===== config.mk =====
export PLATFORM = sky130hd
export DESIGN_NAME = m2a_front
export DESIGN_NICKNAME = d
export VERILOG_FILES = /design/src/hw/rtl/m2a_pkg.sv /design/src/hw/rtl/m2a_front.sv
export SDC_FILE = /design/constraint.sdc
export NUM_CORES = 1
export LEC_CHECK = 0
export BUFFER_PORTS_ARGS = -buffer_cell sky130_fd_sc_hd__buf_2
export CORE_AREA = 2 2 229 231
export CTS_CLUSTER_SIZE = 14
export DETAILED_ROUTE_END_ITERATION = 7
export DIE_AREA = 0 0 231 233
export GPL_ROUTABILITY_DRIVEN = 0
export GPL_TIMING_DRIVEN = 1
export PLACE_DENSITY = 0.32
export SETUP_SLACK_MARGIN = 0.05
export SLEW_MARGIN = 10
export SYNTH_ARGS = -nofsm -noshare
export SYNTH_HDL_FRONTEND = slang
export SYNTH_SLANG_ARGS = --single-unit

===== constraint.sdc =====
create_clock -name clock -period 0.9 [get_ports clock]
set_input_delay 0.135 -clock clock [delete_from_list [all_inputs] [get_ports clock]]
set_output_delay 0.135 -clock clock [all_outputs]
set_load 0.02 [all_outputs]

===== src/hw/rtl/m2a_pkg.sv =====
`timescale 1ns / 1ps
// ----------------------------------------------------------------------------
// m2a_pkg
// Shared types and constants for the 2x2 matrix arithmetic unit.
// ----------------------------------------------------------------------------
package m2a_pkg;

   typedef logic [2:0] func_type;

   localparam func_type FUNC_ADD   = 3'd0;
   localparam func_type FUNC_SUB   = 3'd1;
   localparam func_type FUNC_SCALE = 3'd2;
   localparam func_type FUNC_PROD  = 3'd3;
   localparam func_type FUNC_INV   = 3'd4;

   // classified operation, all zero for an unused code
   typedef struct packed {
      logic add;
      logic sub;
      logic scale;
      logic prod;
      logic inv;
   } op_type;

   localparam int OP_WIDTH = $bits(op_type);

   localparam int CSR_WIDTH = 32;
   localparam logic signed [CSR_WIDTH-1:0] SCALE_RESET = 32'sh0001_0000;

   typedef struct packed {
      logic start;
      logic clr;
   } div_ctl_type;

   typedef struct packed {
      logic busy;
      logic done;
   } div_sts_type;

endpackage


===== src/hw/rtl/m2a_front.sv =====
`timescale 1ns / 1ps
// ----------------------------------------------------------------------------
// m2a_front
// Accepts transactions, classifies the opcode and holds the scale register.
// ----------------------------------------------------------------------------
module m2a_front
   import m2a_pkg::*;
#(
   parameter int ELEM_WIDTH = 32
) (
   input  logic                        clock,
   input  logic                        reset,
   input  logic                        req_valid,
   input  func_type                    req_func,
   input  logic [4*ELEM_WIDTH-1:0]     req_a,
   input  logic [4*ELEM_WIDTH-1:0]     req_b,
   input  logic                        csr_wr_en,
   input  logic [CSR_WIDTH-1:0]        csr_wr_data,
   input  logic                        q_full,
   output logic                        push,
   output logic [OP_WIDTH+8*ELEM_WIDTH-1:0] push_data,
   output logic [CSR_WIDTH-1:0]        scale
);

   logic [CSR_WIDTH-1:0] scale_ff;
   op_type               op;

   assign push  = req_valid && !q_full;
   assign scale = scale_ff;

   always_comb begin
      op = '0;
      unique case (req_func)
         FUNC_ADD:   op.add   = 1'b1;
         FUNC_SUB:   op.sub   = 1'b1;
         FUNC_SCALE: op.scale = 1'b1;
         FUNC_PROD:  op.prod  = 1'b1;
         FUNC_INV:   op.inv   = 1'b1;
         default:    op       = '0;
      endcase
   end

   assign push_data = {op, req_a, req_b};

   always_ff @(posedge clock) begin
      if (reset) begin
         scale_ff <= SCALE_RESET;
      end else if (csr_wr_en) begin
         scale_ff <= csr_wr_data;
      end
   end

endmodule


==> out/qor.yml, run 1 <==
cells_and_area:
  seq_area_sq_um: 688.2
  synthToLayoutAreaGrowth_pct: -7.554
  multi_input_area_sq_um: 484.2
  nNetsFinal: 491
  final_cells: 876
  largest_reg_flops: 32
  drive_gt1_frac: 0.6429
  nFillCells: 6031
  fin_util: 0.05664
  diodes: 0
timing:
  fin_ws_ps: -45.25
  period_minus_slack_ps: 945.3
  rsz0062_at_grt: "true"
  setup_viol: 11
  clock_skew_ps: 0
  fin_crit_sh: 1.050
  tightest_slew_ps: 139.3
  maxSlewHeadroom: 0.9045
  max_clock_freq_mhz: 1058
  drv_slew: 0
  hold_violations: 0
  hold_slack_ps: 38.66
route:
  ant_nets: 0
  drtIter0Drc: 27
  firstDrtPassIters: 4
  drt-wirelength-per-cell_um: 12.89
  vias: 1533
  wl_mm: 11.29
  drcViolationCount: 0
  vias_per_cell: 1.750
grt:
  grt.total_usage: 0.04100
  grt_start_max_net_pins: 18
  grt_pass1_wl_mm: 13.91
  grt_overflow_total: 0
  grt_pass1_vias: 1683
  antenna_found_initial: 2
status:
  violations: "negative setup slack"
  outcome: "finished with violations"
logic_synthesis:
  yosys.area_share.simple: 0.05276
  synth-adder-area-share: 0
  asyncSetResetFlopFracSynth: 0
  synth_edf_count: 0
  synth_seq_cells: 32
  synth_compound_area_frac: 0.002798
  synth_commonest_cells: "buf_4 (256), dfxtp_1 (32), mux2i_1 (31), nor2_1 (31)"
  synthXorXnorAreaFrac: 0
  ys_seq_area_frac: 0.2046
  synth_top_family_by_area: "buffers and inverters"
  synth.area.top_cells: "buf_4 (61%), dfxtp_1 (20%), mux2i_1 (9.9%)"
  syn_nets: 661
  yosysMostFrequentCell: "buf_4"
  synth_top_area_frac: 0.6139
  synth_area_sq_um: 3131
  syn_inst: 365
  synth.avg_cell_area_sq_um: 8.577
  yosys_warnings: 0
  synthMuxAreaShare: 0.09912
  yosys.area.top_type: "buf_4"
  dominantRegCellSynth: "dfxtp_1"
  yosysUniqueCellTypes: 13
power:
  total_power_w: 0.004503
  leakagePower_nw: 1.058
  powerDensity_nw_per_um2: 1556
  ir_drop_uv: 566.5
worst_setup_path:
  cp_data_arrival_time_ps: 810
  worst-path-buf-inv: 1
  cp_top_family: "flip-flops"
  cp_max_fo: 2
  cp_cell_sequence: "buf_6"
  crit_required_ps: 760
  cp-end-kind: "primary output"
  rrSetupSlack_ps: 140
  crit_type: "flop to primary output"
  cpMaxStageDelayCell: "dfxtp_4"
  startpoint_type: "flop"
  critical-path-max-stage-delay_ps: 360
place:
  place_inst: 863
  io_buffers: 77
  hpwl_mm: 8.900
  place_ws_ps: 1.374
hold_path:
  hp-class: "input pin to flop"
floorplanning:
  initial_core_util: 0.06127
  core_sq_um: 51090
  die_y_um: 233
  die_w_um: 231
  rows: 83
  io_pins: 590
  design.die.area_sq_um: 53820
clock_network:
  cts-buffers-inserted: 5
  cts-root-buf: "clkbuf_16"
  postCtsHoldBufs: 0
  cts_max_level: 2
  cts.sinks: 32
  cts.clk_slew.worst_paths_ps: 80
  cts_max_path_buffers: 2
  cts_tree: "built"
  worstSkewPairLatency_ps: 310
flow_run:
  cap_violations: 0
[layout make-up]
type / instances / share of cell area
well taps: 680 / 0.2940
repair buffers: 86 / 0.2430
flip-flops and latches: 32 / 0.2378
multi-input cells: 70 / 0.1673
clock buffers: 5 / 0.04323
clock inverters: 3 / 0.01470
[kinds of logic after synthesis]
kind of cell / count (synthesis)
compound gates: 1
mux: 31
flops: 32
simple gates: 38
buf+inv: 263
[path summary, 6_finish.rpt]
path	startpoint	to	cells past startpoint
max reg2reg	scale[16]	scale[16]	2
max	scale[9]	scale[9]	1
min reg2reg	scale[12]	scale[12]	2
min	csr_wr_data[16]	scale[16]	2
[stage by stage]
stage	instance area [sq um]	TNS, ps
after global placement	2441	-2.693
after floorplan	3131	0
final	2894	-163.2
after global routing	2894	-1394
after CTS	2887	-1149
after detailed placement	2441	0
[per-layer routing]
metal | vias up | routed length (um) | track usage
li1 | 534 | - | -
met1 | 571 | 2390 | 0.02350
met2 | 292 | 4794 | 0.05715
met3 | 136 | 2569 | 0.04400
met4 | 0 | 1535 | 0.05827
met5 | - | 0 | 0
[power by group]
part / leakage [nW] / switching, W / internal [W]
clock network: 0.0798 / 0.000929 / 0.00131
logic: 0.703 / 0.000329 / 0.000358
registers: 0.276 / 0.0000636 / 0.00151
[layout by cell type, fill, tap and decap left out, drive strengths merged]
cell       n
clkbuf     5
dfxtp     32
bufinv     1
buf       86
a211o      1
clkinvlp   1
nor2      31
nor2b      2
nor3b      3
and3b      1
nor3       1
mux2i     31
clkinv     1
[repair_timing]
action / in CTS / in global routing
setup buffers: 4 / 1
endpoints found under the setup margin: 32 / 32
gates resized for setup: 99 / 0
pin swaps: 0 / 0
[worst register-to-register path, cell delays in order (launching register included)]
cell and delay (ps):
dfxtp_2 320, nor2b_1 120, a211o_1 210
No activity file was read; power rests on OpenSTA's default activity.
==> inputs of run 2 (changes only) <==
==> constraint.sdc (replaced) <==
create_clock -name clock -period 0.9 [get_ports clock]
set_input_delay 0.135 -clock clock [delete_from_list [all_inputs] [get_ports clock]]
set_output_delay 0.135 -clock clock [all_outputs]
set_load 0.05 [all_outputs]
==> run 2 against run 1 <==
  * Via count rose by 2.2%
  * Combinational power rose by 47%
  * Cell count rose by 0.34%
  * Count of clock-buffer cells in the layout rose by 1
  * Highest routed layer is now met5
  * The flow still finishes with violations (negative setup slack)
  * First-iteration DRC count rose by 19%
==> out/qor.yml, run 2 (synthesis results as in run 1) <==
cells_and_area:
  layout_common_cells: "buf_2 (37), mux2i_1 (31), nor2_1 (31)"
  largest_reg_flops: 32
  synthToLayoutAreaGrowth_pct: -0.7993
  final_cells: 879
  nNetsFinal: 494
  nFillCells: 6044
  multi_input_area_sq_um: 531.8
  final_common_cell: "buf_2"
  diodes: 0
  drive_gt1_frac: 0.6683
  seq_area_sq_um: 688.2
power:
  ir_drop_uv: 864.6
  powerDensity_nw_per_um2: 1494
  total_power_w: 0.004641
  leakagePower_nw: 1.134
floorplanning:
  initial_core_util: 0.06127
  die_w_um: 231
  io_pins: 590
  core_sq_um: 51090
  design.die.area_sq_um: 53820
  die_y_um: 233
  rows: 83
status:
  violations: "negative setup slack"
  outcome: "finished with violations"
worst_setup_path:
  startpoint_type: "flop"
  rrSetupSlack_ps: 120
  critPathLaunch: "scale[5]"
  cp_data_arrival_time_ps: 800
  r2r_cells: 2
  crit_type: "flop to primary output"
  cp_top_family: "flip-flops"
  cp.depth: 1
  setup.worst_path.end: "scale[5]"
  cp_cell_sequence: "buf_8"
  reg2reg_from: "scale[16]"
  crit_required_ps: 760
  worst-path-buf-inv: 1
  cpMaxStageDelayCell: "dfxtp_2"
  cp-end-kind: "primary output"
  critical-path-max-stage-delay_ps: 340
  cp_max_fo: 2
  regToRegEndpoint: "scale[16]"
clock_network:
  cts_max_path_buffers: 2
  worstSkewPairLatency_ps: 290
  cts_max_level: 2
  cts-root-buf: "clkbuf_16"
  cts.sinks: 32
  cts-buffers-inserted: 5
  cts_tree: "built"
  cts.clk_slew.worst_paths_ps: 60
timing:
  maxSlewHeadroom: 0.8362
  period_minus_slack_ps: 932.3
  rsz0062_at_grt: "true"
  hold_violations: 0
  fin_ws_ps: -32.26
  max_clock_freq_mhz: 1073
  drv_slew: 0
  tightest_slew_ps: 247.4
  fin_crit_sh: 1.036
  clock_skew_ps: 0
  setup_viol: 29
hold_path:
  min_from: "csr_wr_data[16]"
  hp-class: "input pin to flop"
grt:
  antenna_found_initial: 6
  grt_start_max_net_pins: 22
  grt.total_usage: 0.04320
  grt_pass1_vias: 1622
  grt_overflow_total: 0
  grt_pass1_wl_mm: 14.69
route:
  wl_met2_mm: 5.058
  vias_per_cell: 1.782
  wl_met1_mm: 2.464
  drtIter0Drc: 32
  wl_mm: 12.00
  drcViolationCount: 0
  met3_wirelength_mm: 2.959
  ant_nets: 0
  top_layer_used: "met5"
  drt-wirelength-per-cell_um: 13.65
  firstDrtPassIters: 4
  vias: 1566
place:
  hpwl_mm: 9.901
  place_inst: 864
  io_buffers: 77
flow_run:
  cap_violations: 0
run 2: cell count changes in the layout (fill, tap and decap cells not counted), sizes merged:
cell,before,now
buf,86,89
clkinvlp,1,0
clkbuf,5,6
run 2: power by group:
| part | switching [W] | leakage (nW) | internal [W] |
|---|---|---|---|
| sequential | 0.0000754 | 0.276 | 0.00152 |
| combinational | 0.000557 | 0.777 | 0.000453 |
| clock | 0.000733 | 0.0808 | 0.00130 |
| total | 0.00137 | 1.13 | 0.00327 |
run 2: timing repair:
| action | 4_1_cts | 5_1_grt |
|---|---|---|
| setup buffers | 5 | 2 |
| setup endpoints to repair | 37 | 32 |
| resized for setup | 102 | 6 |
| hold buffers | 0 | 0 |
| endpoints found under the hold margin | 0 | 0 |
run 2: how the worst min path moves through the flow:
| stage | to | cells past startpoint | slack, ps |
|---|---|---|---|
| global placement | push_data[139] | 0 | 270 |
| CTS | scale[16] | 2 | 40 |
| global route | scale[16] | 2 | 50 |
| finish | scale[16] | 2 | 60 |
| floorplan | scale[24] | 1 | 200 |
| detailed placement | push_data[139] | 0 | 270 |
run 2: stage by stage:
step	hold slack [ps]	instance area, sq um	worst slack, ps	util	setup TNS (ps)
3_3_place_gp	270.3	2532	-39.19	0.04956	-186.0
5_1_grt	52.86	3105	-75.10	0.06078	-1833
6_report	58.71	3105	-32.26	0.06078	-503.8
2_1_floorplan	200.0	3214	-36.02	-	-36.02
3_5_place_dp	270.3	2532	-36.55	0.04956	-182.6
4_1_cts	38.36	3068	-68.06	0.06005	-1442
run 2: layer usage:
metal | GRT usage | up-vias
met4 | 0.05746 | 6
met5 | 0 | -
met2 | 0.06015 | 313
met3 | 0.04865 | 136
met1 | 0.02484 | 571
li1 | - | 540
run 2: worst register-to-register path, cell delays in order (launching register included):
cell and delay, ps:
dfxtp_4 340, nor2b_1 120, a211o_1 210
run 2: area by class of cell:
cell class                 instances  share of cell area
timing repair buffer              89              0.2804
clock inverter                     2             0.01128
sequential                        32              0.2216
tap                              680              0.2740
clock buffer                       6             0.04150
multi-input combinational         70              0.1712
