==> src/hw/rtl/m2a_fifo.sv <==
`timescale 1ns / 1ps
// ----------------------------------------------------------------------------
// m2a_fifo
// Two-entry queue between the front and back of the matrix unit.
// ----------------------------------------------------------------------------
module m2a_fifo #(
   parameter int WIDTH = 8
) (
   input  logic             clock,
   input  logic             reset,
   input  logic             push,
   input  logic [WIDTH-1:0] din,
   input  logic             pop,
   output logic [WIDTH-1:0] dout,
   output logic             vld,
   output logic             full
);

   logic [WIDTH-1:0] mem_ff [2];
   logic             wr_ptr_ff;
   logic             rd_ptr_ff;
   logic [1:0]       cnt_ff;
   logic [1:0]       cnt_in;

   assign vld  = (cnt_ff != 2'd0);
   assign full = (cnt_ff == 2'd2);
   assign dout = mem_ff[rd_ptr_ff];

   always_comb begin
      cnt_in = cnt_ff;
      if (push && !pop) begin
         cnt_in = cnt_ff + 2'd1;
      end else if (pop && !push) begin
         cnt_in = cnt_ff - 2'd1;
      end
   end

   always_ff @(posedge clock) begin
      if (reset) begin
         wr_ptr_ff <= 1'b0;
         rd_ptr_ff <= 1'b0;
         cnt_ff    <= 2'd0;
      end else begin
         cnt_ff <= cnt_in;
         if (push) begin
            wr_ptr_ff <= ~wr_ptr_ff;
         end
         if (pop) begin
            rd_ptr_ff <= ~rd_ptr_ff;
         end
      end
   end

   always_ff @(posedge clock) begin
      if (push) begin
         mem_ff[wr_ptr_ff] <= din;
      end
   end

endmodule

==> config.mk <==
export PLATFORM = sky130hd
export DESIGN_NAME = m2a_fifo
export DESIGN_NICKNAME = d
export VERILOG_FILES = /design/src/hw/rtl/m2a_fifo.sv
export SDC_FILE = /design/constraint.sdc
export NUM_CORES = 1
export LEC_CHECK = 0
export BUFFER_PORTS_ARGS = -buffer_cell sky130_fd_sc_hd__buf_2
export CORE_MARGIN = 5
export CORE_UTILIZATION = 30
export DETAILED_ROUTE_END_ITERATION = 10
export PLACE_DENSITY_LB_ADDON = 0.15
export REMOVE_ABC_BUFFERS = 1
export SLEW_MARGIN = 15
export SYNTH_ARGS = -nofsm -noshare
export SYNTH_HDL_FRONTEND = slang
export SYNTH_SLANG_ARGS = --single-unit
==> constraint.sdc <==
create_clock -name clock -period 1 [get_ports clock]
set_input_delay 0.2 -clock clock [delete_from_list [all_inputs] [get_ports clock]]
set_output_delay 0.2 -clock clock [all_outputs]
set_load 0.01 [all_outputs]
==> out/qor.yml, run 1 <==
status:
  status: "finished, violations left"
  failed_checks: "setup timing"
setup_path:
  cp.arrival_ns: 1.21
  cp-end-kind: "output pin"
  crit_slowest_cell: "dfxtp_2"
  crit_type: "reg2out"
  cp_cell_sequence: "buf_12 > mux2_4 > buf_6"
  cp-start-kind: "flop"
  cpPeakStageDelay_ns: 0.36
  worstPathRequired_ns: 0.80
  r2r_slack_ns: -0.09
  cp_max_fo: 8
grt:
  overflow: 0
  grt_pass1_wl_mm: 2.07
  first_global_vias: 472
  grt_max_degree: 12
  antenna_found_initial: 0
  grtUsageTotal_pct: 7.69
pwr:
  peakVddDrop_uv: 771
  pwr-share-comb_pct: 22.6
  internal_power_mw: 1.43
  p_total_mw: 1.84
  pwr-share-clk_pct: 21.0
  powerDensity_nw_per_um2: 1620
  p_seq_share_pct: 56.4
  p_switching_uw: 413
  leakagePower_nw: 0.476
  switching_share_pct: 22.4
layout:
  nets: 92
  final_core_util_pct: 45.4
  final_layout_size_suffix_gt1_share_pct: 60.3
  nFillCells: 230
  area_delta_synth_final_pct: 44.6
  antenna_cells: 0
timing:
  period_share_pct: 141
  tightest_slew_ns: 0.187
  setup_ws_ns: -0.407
  period_needed_ns: 1.41
  rsz0062_at_grt: "yes"
  hold_viol_final: 0
  fin_worst_skew_ns: 0.00341
  slew_viol_final: 0
  fin_setup_tns_ns: -3.69
  clock.fmax_mhz: 711
  slew_headroom_pct: 87.5
  setup_viol: 11
yosys:
  synth-compound-area-share_pct: 1.27
  synthTopCellsByCount: "edfxtp_1 (16), mux2_2 (8), dfxtp_1 (5), nor2_1 (4)"
  ys_top_cells_by_area: "edfxtp_1 (61%), dfxtp_1 (13%), mux2_2 (11%), xnor2_1 (2.2%), xor2_1 (2.2%)"
  synth_xor_area_share_pct: 4.46
  yosysMostFrequentCell: "edfxtp_1"
  synth_top_family_by_area: "multiplexers"
  synthArstFlopShare_pct: 0
  synth-edff-count: 16
  ys_ff_latch: 21
  yosysWarningCount: 0
  netlist-cell-type-count: 16
  synth-simple-area-share_pct: 6.21
  ys.flop_type: "edfxtp_1"
  muxShareOfSynthArea_pct: 11.5
  avgSynthCellArea_um2: 16.7
  netlist_area_um2: 786
  yosys.area.top_type: "edfxtp_1"
  yosysSeqAreaShare_pct: 73.9
  synthAdderAreaFrac_pct: 1.59
  syn_inst: 47
  synth_top_area_share_pct: 61.1
detailed_routing:
  detail-route-antenna-nets: 0
  avgViaCountPerCell: 4.20
  drt_iter0_markers: 7
  vias: 454
  first_pass_iters: 4
  wl_per_cell_um: 12.0
  wl_mm: 1.30
  drc: 0
floorplan:
  die_area_um2: 3740
  io_pins: 22
  row_count: 18
  die_h_um: 61.2
  start_util_pct: 31.4
  core_area_um2: 2500
  die_x_um: 61.2
placement:
  port_buffers: 21
  gp_congestion: 0.625
  hpwl_um: 986
  dp_slack_ns: -0.201
clock_network:
  postCtsHoldBufs: 0
  clock-sinks: 21
  clockRootBuffer: "clkbuf_4"
  clk-insertion-delay-late_ns: 0.29
  path_clk_slew_ns: 0.11
  cts_tree: "yes"
  clockBufferDepth: 2
  cts_inserted_buffers: 3
  htreeDepth: 1
worst_hold_path:
  hp-class: "in2reg"
job:
  cap_violations: 0
[state kept, by name, indices dropped and copies added (netlist names), named ones only]
| name | cells |
|---|---|
| wr_ptr_ff | 1 |
| cnt_ff | 2 |
| rd_ptr_ff | 1 |
| mem_ff | 16 |
[timing repair]
item                                    in CTS  in global routing
resized for setup                           26                  4
setup buffers                                2                  0
endpoints found under the setup margin      27                 19
pin swaps                                    2                  1
cloned                                       0                  0
hold endpoints to repair                     0                  0
[worst paths after layout]
kind,from,to,depth (start not counted)
worst max register to register,cnt_ff[0],cnt_ff[1],4
worst min register to register,rd_ptr_ff,flop,2
worst max-delay path,flop,dout[4],3
worst min-delay path,din[6],mem_ff[0][6],1
[worst max-delay path, delay by kind of cell (launching register included)]
family	cells	cell delay, ns
flip-flops	1	0.36
buffers and inverters	2	0.25
multiplexers	1	0.31
[final cells by class]
type                       instances  area [um2]  area share, %
inverter                           1        3.75          0.330
tap                               30        37.5           3.30
clock buffer                       4        26.3           2.31
sequential                        21         586           51.5
timing repair buffer              28         244           21.5
multi-input combinational         24         239           21.0
[stage by stage]
step / hold slack, ns / cell area, um2 / std cells
after floorplan: 0.269 / 781 / 46
final: 0.0890 / 1140 / 108
after global placement: 0.392 / 981 / 103
after detailed placement: 0.394 / 981 / 103
after global routing: 0.0559 / 1140 / 108
after CTS: 0.0752 / 1130 / 109
[power by group through the flow]
stage	sequential (mW)	clock (mW)	combinational (mW)
6_report	1.04	0.387	0.417
5_1_grt	1.05	0.465	0.452
4_1_cts	1.03	0.413	0.427
3_5_place_dp	1.05	0	0.295
3_3_place_gp	1.05	0	0.294
2_1_floorplan	1.05	0	0.147
[placed cells by master, fill, tap and decap left out]
master    synthesis  final
a21oi_1           1      1
and2_4            0      1
and2b_2           1      1
buf_12            0      1
buf_2             1     11
buf_4             0      3
buf_6             0     13
clkbuf_1          0      1
clkbuf_4          0      3
dfxtp_1           5      1
dfxtp_2           0      4
edfxtp_1         16     16
ha_1              1      1
inv_1             1      1
mux2_4            0      8
nor2_1            4      4
nor2b_4           0      1
o21ai_0           1      1
or2_4             0      1
or3_1             1      1
xnor2_1           2      2
xor2_1            2      2
[cells by family after synthesis]
logic type	after synthesis
simple gates	9
compound gates	2
fa+ha+maj	1
xor+xnor	4
buf+inv	2
mux	8
flops	21
[layer usage]
metal	GRT usage, %	up-vias	part of all wire, %
li1	-	229	-
met1	8.33	215	41
met2	13.4	10	54
met3	2.52	0	4.9
met4	3.72	0	0
met5	0	-	0
Power figures use the tool's default switching activity.
==> run 2: changes to the inputs <==
--- a/config.mk
+++ b/config.mk
@@ -8,8 +8,9 @@
 export BUFFER_PORTS_ARGS = -buffer_cell sky130_fd_sc_hd__buf_2
 export CORE_MARGIN = 5
 export CORE_UTILIZATION = 30
+export CTS_BUF_LIST = sky130_fd_sc_hd__clkbuf_8
 export DETAILED_ROUTE_END_ITERATION = 10
-export PLACE_DENSITY_LB_ADDON = 0.15
+export PLACE_DENSITY_LB_ADDON = 0.3
 export REMOVE_ABC_BUFFERS = 1
 export SLEW_MARGIN = 15
 export SYNTH_ARGS = -nofsm -noshare
==> out/qor.yml, run 2 (same netlist as run 1, synthesis figures left out) <==
status:
  status: "finished, violations left"
  failed_checks: "setup timing"
layout:
  final_cell_mix: "edfxtp_1 (16), buf_6 (12), buf_2 (11)"
  largest_register_ffs: 16
  antenna_cells: 0
  top_regs: "mem_ff x16, cnt_ff x2"
  nets: 93
  final_layout_size_suffix_gt1_share_pct: 60.8
  regArea_um2: 586
  area_delta_synth_final_pct: 45.2
  nFillCells: 231
  instances_no_fill: 109
  multi_input_area_um2: 234
  top_register: "mem_ff"
  final_common_cell: "edfxtp_1"
pwr:
  pwr-share-clk_pct: 26.0
  powerDensity_nw_per_um2: 1710
  switching_share_pct: 21.3
  internal_power_mw: 1.54
  leakagePower_nw: 0.482
  p_seq_share_pct: 53.2
  pwr-share-comb_pct: 20.8
  p_total_mw: 1.95
  peakVddDrop_uv: 961
  p_switching_uw: 416
clock_network:
  clock-sinks: 21
  htreeDepth: 1
  cts_inserted_buffers: 3
  postCtsHoldBufs: 0
  cts_tree: "yes"
  clockRootBuffer: "clkbuf_8"
  clockBufferDepth: 2
  path_clk_slew_ns: 0.07
  clk-insertion-delay-late_ns: 0.25
detailed_routing:
  wl_mm: 1.36
  wl_per_cell_um: 12.4
  drc: 0
  vias: 467
  detail-route-antenna-nets: 0
  drt_iter0_markers: 7
  first_pass_iters: 2
  avgViaCountPerCell: 4.28
timing:
  setup_viol: 11
  period_needed_ns: 1.35
  setup_ws_ns: -0.355
  period_share_pct: 135
  tightest_slew_ns: 0.199
  slew_headroom_pct: 86.6
  rsz0062_at_grt: "yes"
  holdWs_ns: 0.141
  clock.fmax_mhz: 738
  fin_worst_skew_ns: 0.00390
  hold_viol_final: 0
  slew_viol_final: 0
setup_path:
  rr_worst_depth: 4
  cp-end-kind: "output pin"
  worstPathRequired_ns: 0.80
  crit_type: "reg2out"
  cp_max_fo: 5
  cp.arrival_ns: 1.15
  cp-start-kind: "flop"
  r2r_slack_ns: -0.12
  r2r_start: "cnt_ff[0]"
  reg2reg_to: "cnt_ff[1]"
placement:
  port_buffers: 21
  place_inst: 104
  gp_congestion: 0.650
  hpwl_um: 980
grt:
  overflow: 0
  grt_max_degree: 12
  grtUsageTotal_pct: 8.20
  grt_pass1_wl_mm: 2.22
  antenna_found_initial: 0
  first_global_vias: 514
floorplan:
  core_area_um2: 2500
  start_util_pct: 31.4
  die_h_um: 61.2
  row_count: 18
  die_area_um2: 3740
  io_pins: 22
  die_x_um: 61.2
worst_hold_path:
  hold_depth: 1
  hp-class: "in2reg"
  hold_start: "din[7]"
  min_to: "mem_ff[0][7]"
job:
  cap_violations: 0
-- run 2: worst max-delay path, cell delays in order (launching register included) --
cell     delay [ns]
dfxtp_2        0.34
buf_6          0.14
mux2_4         0.31
buf_6          0.12
-- run 2: cell type report --
type / count / area share, %
timing repair buffer: 29 / 20.6
sequential: 21 / 51.3
inverter: 1 / 0.329
multi-input combinational: 24 / 20.5
clock buffer: 3 / 3.62
tap: 30 / 3.29
clock inverter: 1 / 0.329
-- run 2: repair_timing --
item,4_1_cts,5_1_grt
pin swaps,2,1
setup buffers,2,0
cloned,0,0
setup endpoints to repair,27,11
gates resized for setup,26,1
-- run 2: power by group through the flow --
| stage | Combinational, mW | Sequential [mW] | Clock [mW] |
|---|---|---|---|
| 4_1_cts | 0.408 | 1.04 | 0.531 |
| 5_1_grt | 0.444 | 1.05 | 0.595 |
| 3_3_place_gp | 0.281 | 1.05 | 0 |
| 2_1_floorplan | 0.147 | 1.05 | 0 |
| 3_5_place_dp | 0.285 | 1.05 | 0 |
| 6_report | 0.407 | 1.04 | 0.508 |
-- run 2: through the flow --
step | setup slack, ns | area [um2] | TNS [ns] | util, %
3_5_place_dp | -0.188 | 976 | -1.74 | 39.0
6_report | -0.355 | 1140 | -3.08 | 45.6
2_1_floorplan | -0.0877 | 781 | -1.05 | -
5_1_grt | -0.403 | 1140 | -3.62 | 45.6
3_3_place_gp | -0.151 | 976 | -1.66 | 39.0
4_1_cts | -0.358 | 1140 | -3.16 | 45.5
-- run 2: worst max path at each step --
stage,end,slack (ns),cells after the start
5_1_grt,dout[4],-0.40,3
6_report,dout[4],-0.35,3
4_1_cts,dout[1],-0.36,3
2_1_floorplan,mem_ff[0][0],-0.09,1
3_3_place_gp,cnt_ff[1],-0.15,5
3_5_place_dp,cnt_ff[1],-0.19,5
-- run 2: metal layers --
| metal | vias up | track usage (%) | share of wire [%] |
|---|---|---|---|
| li1 | 231 | - | - |
| met1 | 220 | 10.6 | 43 |
| met2 | 16 | 13.3 | 49 |
| met3 | 0 | 2.73 | 7.7 |
| met4 | 0 | 1.86 | 0 |
| met5 | - | 0 | 0 |
==> run 3: changes to the inputs <==
--- a/config.mk
+++ b/config.mk
@@ -6,6 +6,8 @@
 export NUM_CORES = 1
 export LEC_CHECK = 0
 export BUFFER_PORTS_ARGS = -buffer_cell sky130_fd_sc_hd__buf_2
+export CELL_PAD_IN_SITES_DETAIL_PLACEMENT = 1
+export CELL_PAD_IN_SITES_GLOBAL_PLACEMENT = 1
 export CORE_MARGIN = 5
 export CORE_UTILIZATION = 30
 export CTS_BUF_LIST = sky130_fd_sc_hd__clkbuf_8
==> out/qor.yml, run 3 (same netlist as run 1, synthesis figures left out) <==
status:
  status: "finished, violations left"
  failed_checks: "setup timing"
setup_path:
  cp_top_family: "flip-flops"
  worst-path-buf-inv: 2
  rr_worst_depth: 4
  crit_type: "reg2out"
  reg2reg_to: "cnt_ff[1]"
  cp-end-kind: "output pin"
  crit_slowest_cell: "dfxtp_2"
  cp_max_fo: 8
  worstPathRequired_ns: 0.80
  cp-start-kind: "flop"
  cp_cell_sequence: "buf_12 > mux2_4 > buf_6"
  cpPeakStageDelay_ns: 0.34
  r2r_start: "cnt_ff[0]"
  cp.arrival_ns: 1.16
  r2r_slack_ns: -0.17
clock_network:
  clockRootBuffer: "clkbuf_8"
  clk-insertion-delay-late_ns: 0.26
  postCtsHoldBufs: 0
  cts_tree: "yes"
  cts_inserted_buffers: 3
  clock-sinks: 21
  path_clk_slew_ns: 0.07
  htreeDepth: 1
  clockBufferDepth: 2
layout:
  largest_register_ffs: 16
  nets: 92
  top_regs: "mem_ff x16, cnt_ff x2"
  final_common_cell: "edfxtp_1"
  top_register: "mem_ff"
  nFillCells: 249
  final_cell_mix: "edfxtp_1 (16), buf_6 (12), buf_2 (11)"
  area_delta_synth_final_pct: 47.1
  instances_no_fill: 108
  antenna_cells: 0
  final_layout_size_suffix_gt1_share_pct: 62.8
  stdcell_area_um2: 1160
floorplan:
  start_util_pct: 31.4
  io_pins: 22
  core_area_um2: 2500
  row_count: 18
  die_h_um: 61.2
  die_x_um: 61.2
  die_area_um2: 3740
placement:
  gp_congestion: 0.678
  place_inst: 103
  dp_slack_ns: -0.197
  hpwl_mm: 1.11
  placed_area_um2: 981
  port_buffers: 21
timing:
  slew_viol_final: 0
  period_share_pct: 136
  rsz0062_at_grt: "yes"
  hold_viol_final: 0
  tightest_slew_ns: 0.313
  fin_worst_skew_ns: 0.00184
  setup_ws_ns: -0.358
  setup_viol: 11
  slew_headroom_pct: 78.9
  fin_setup_tns_ns: -3.27
  clock.fmax_mhz: 736
  period_needed_ns: 1.36
grt:
  overflow: 0
  antenna_found_initial: 0
  grt_pass1_wl_mm: 2.59
  grtUsageTotal_pct: 10.0
  first_global_vias: 540
  grt_max_degree: 13
pwr:
  pwr-share-clk_pct: 26.9
  switching_share_pct: 22.6
  powerDensity_nw_per_um2: 1730
  p_total_mw: 2.01
  leakagePower_nw: 0.485
  p_switching_uw: 453
  pwr-share-comb_pct: 21.2
  peakVddDrop_uv: 1220
  p_seq_share_pct: 51.9
  internal_power_mw: 1.55
detailed_routing:
  detail-route-antenna-nets: 0
  wl_mm: 1.52
  vias: 474
  first_pass_iters: 4
  drc: 0
  drt_iter0_markers: 12
  avgViaCountPerCell: 4.39
  wl_per_cell_um: 14.1
worst_hold_path:
  hold_depth: 1
  hold_start: "din[3]"
  hp-class: "in2reg"
  min_to: "mem_ff[0][3]"
job:
  cap_violations: 0
## run 3: cell types whose count changed in the layout (fill, tap and decap cells not counted)
cell      delta
clkinv_2     +1
inv_1        -1
nor2b_1      -1
and2_4       +1
and2_2       -1
nor2b_4      +1
buf_4        -2
buf_12       +1
## run 3: cell type report
type                       count  area, um2  area share [%]
clock inverter                 1       5.00           0.433
inverter                       1       3.75           0.325
multi-input combinational     24        243            21.0
tap                           30       37.5            3.25
timing repair buffer          28        240            20.8
sequential                    21        586            50.6
clock buffer                   3       41.3            3.57
## run 3: worst max path at each step
stage,to,cells after the start,startpoint,slack [ns]
after global placement,cnt_ff[1],5,push,-0.16
after floorplan,mem_ff[0][0],1,wr_ptr_ff,-0.09
after global routing,dout[4],3,flop,-0.42
after detailed placement,cnt_ff[1],5,push,-0.20
after CTS,dout[4],3,flop,-0.37
final,dout[4],3,flop,-0.36
## run 3: metal layers
| metal | track usage [%] | share of wire [%] | up-vias |
|---|---|---|---|
| li1 | - | - | 230 |
| met1 | 10.5 | 36 | 224 |
| met2 | 17.2 | 54 | 15 |
| met3 | 5.03 | 8.4 | 5 |
| met4 | 3.72 | 1.5 | 0 |
| met5 | 0 | 0 | - |
## run 3: timing repair
action / 4_1_cts / 5_1_grt
setup buffers: 2 / 0
pin swaps: 2 / 0
setup endpoints to repair: 27 / 16
resized for setup: 29 / 2
## run 3: power groups by stage
stage / clock [mW] / sequential (mW) / combinational (mW)
2_1_floorplan: 0 / 1.05 / 0.147
4_1_cts: 0.562 / 1.04 / 0.435
3_3_place_gp: 0 / 1.05 / 0.289
3_5_place_dp: 0 / 1.06 / 0.296
6_report: 0.539 / 1.04 / 0.426
5_1_grt: 0.616 / 1.05 / 0.461
## run 3: stage by stage
stage,hold slack (ns),utilization [%]
4_1_cts,0.123,46.5
3_5_place_dp,0.396,39.2
5_1_grt,0.116,46.2
3_3_place_gp,0.389,39.2
6_report,0.133,46.2
2_1_floorplan,0.269,-
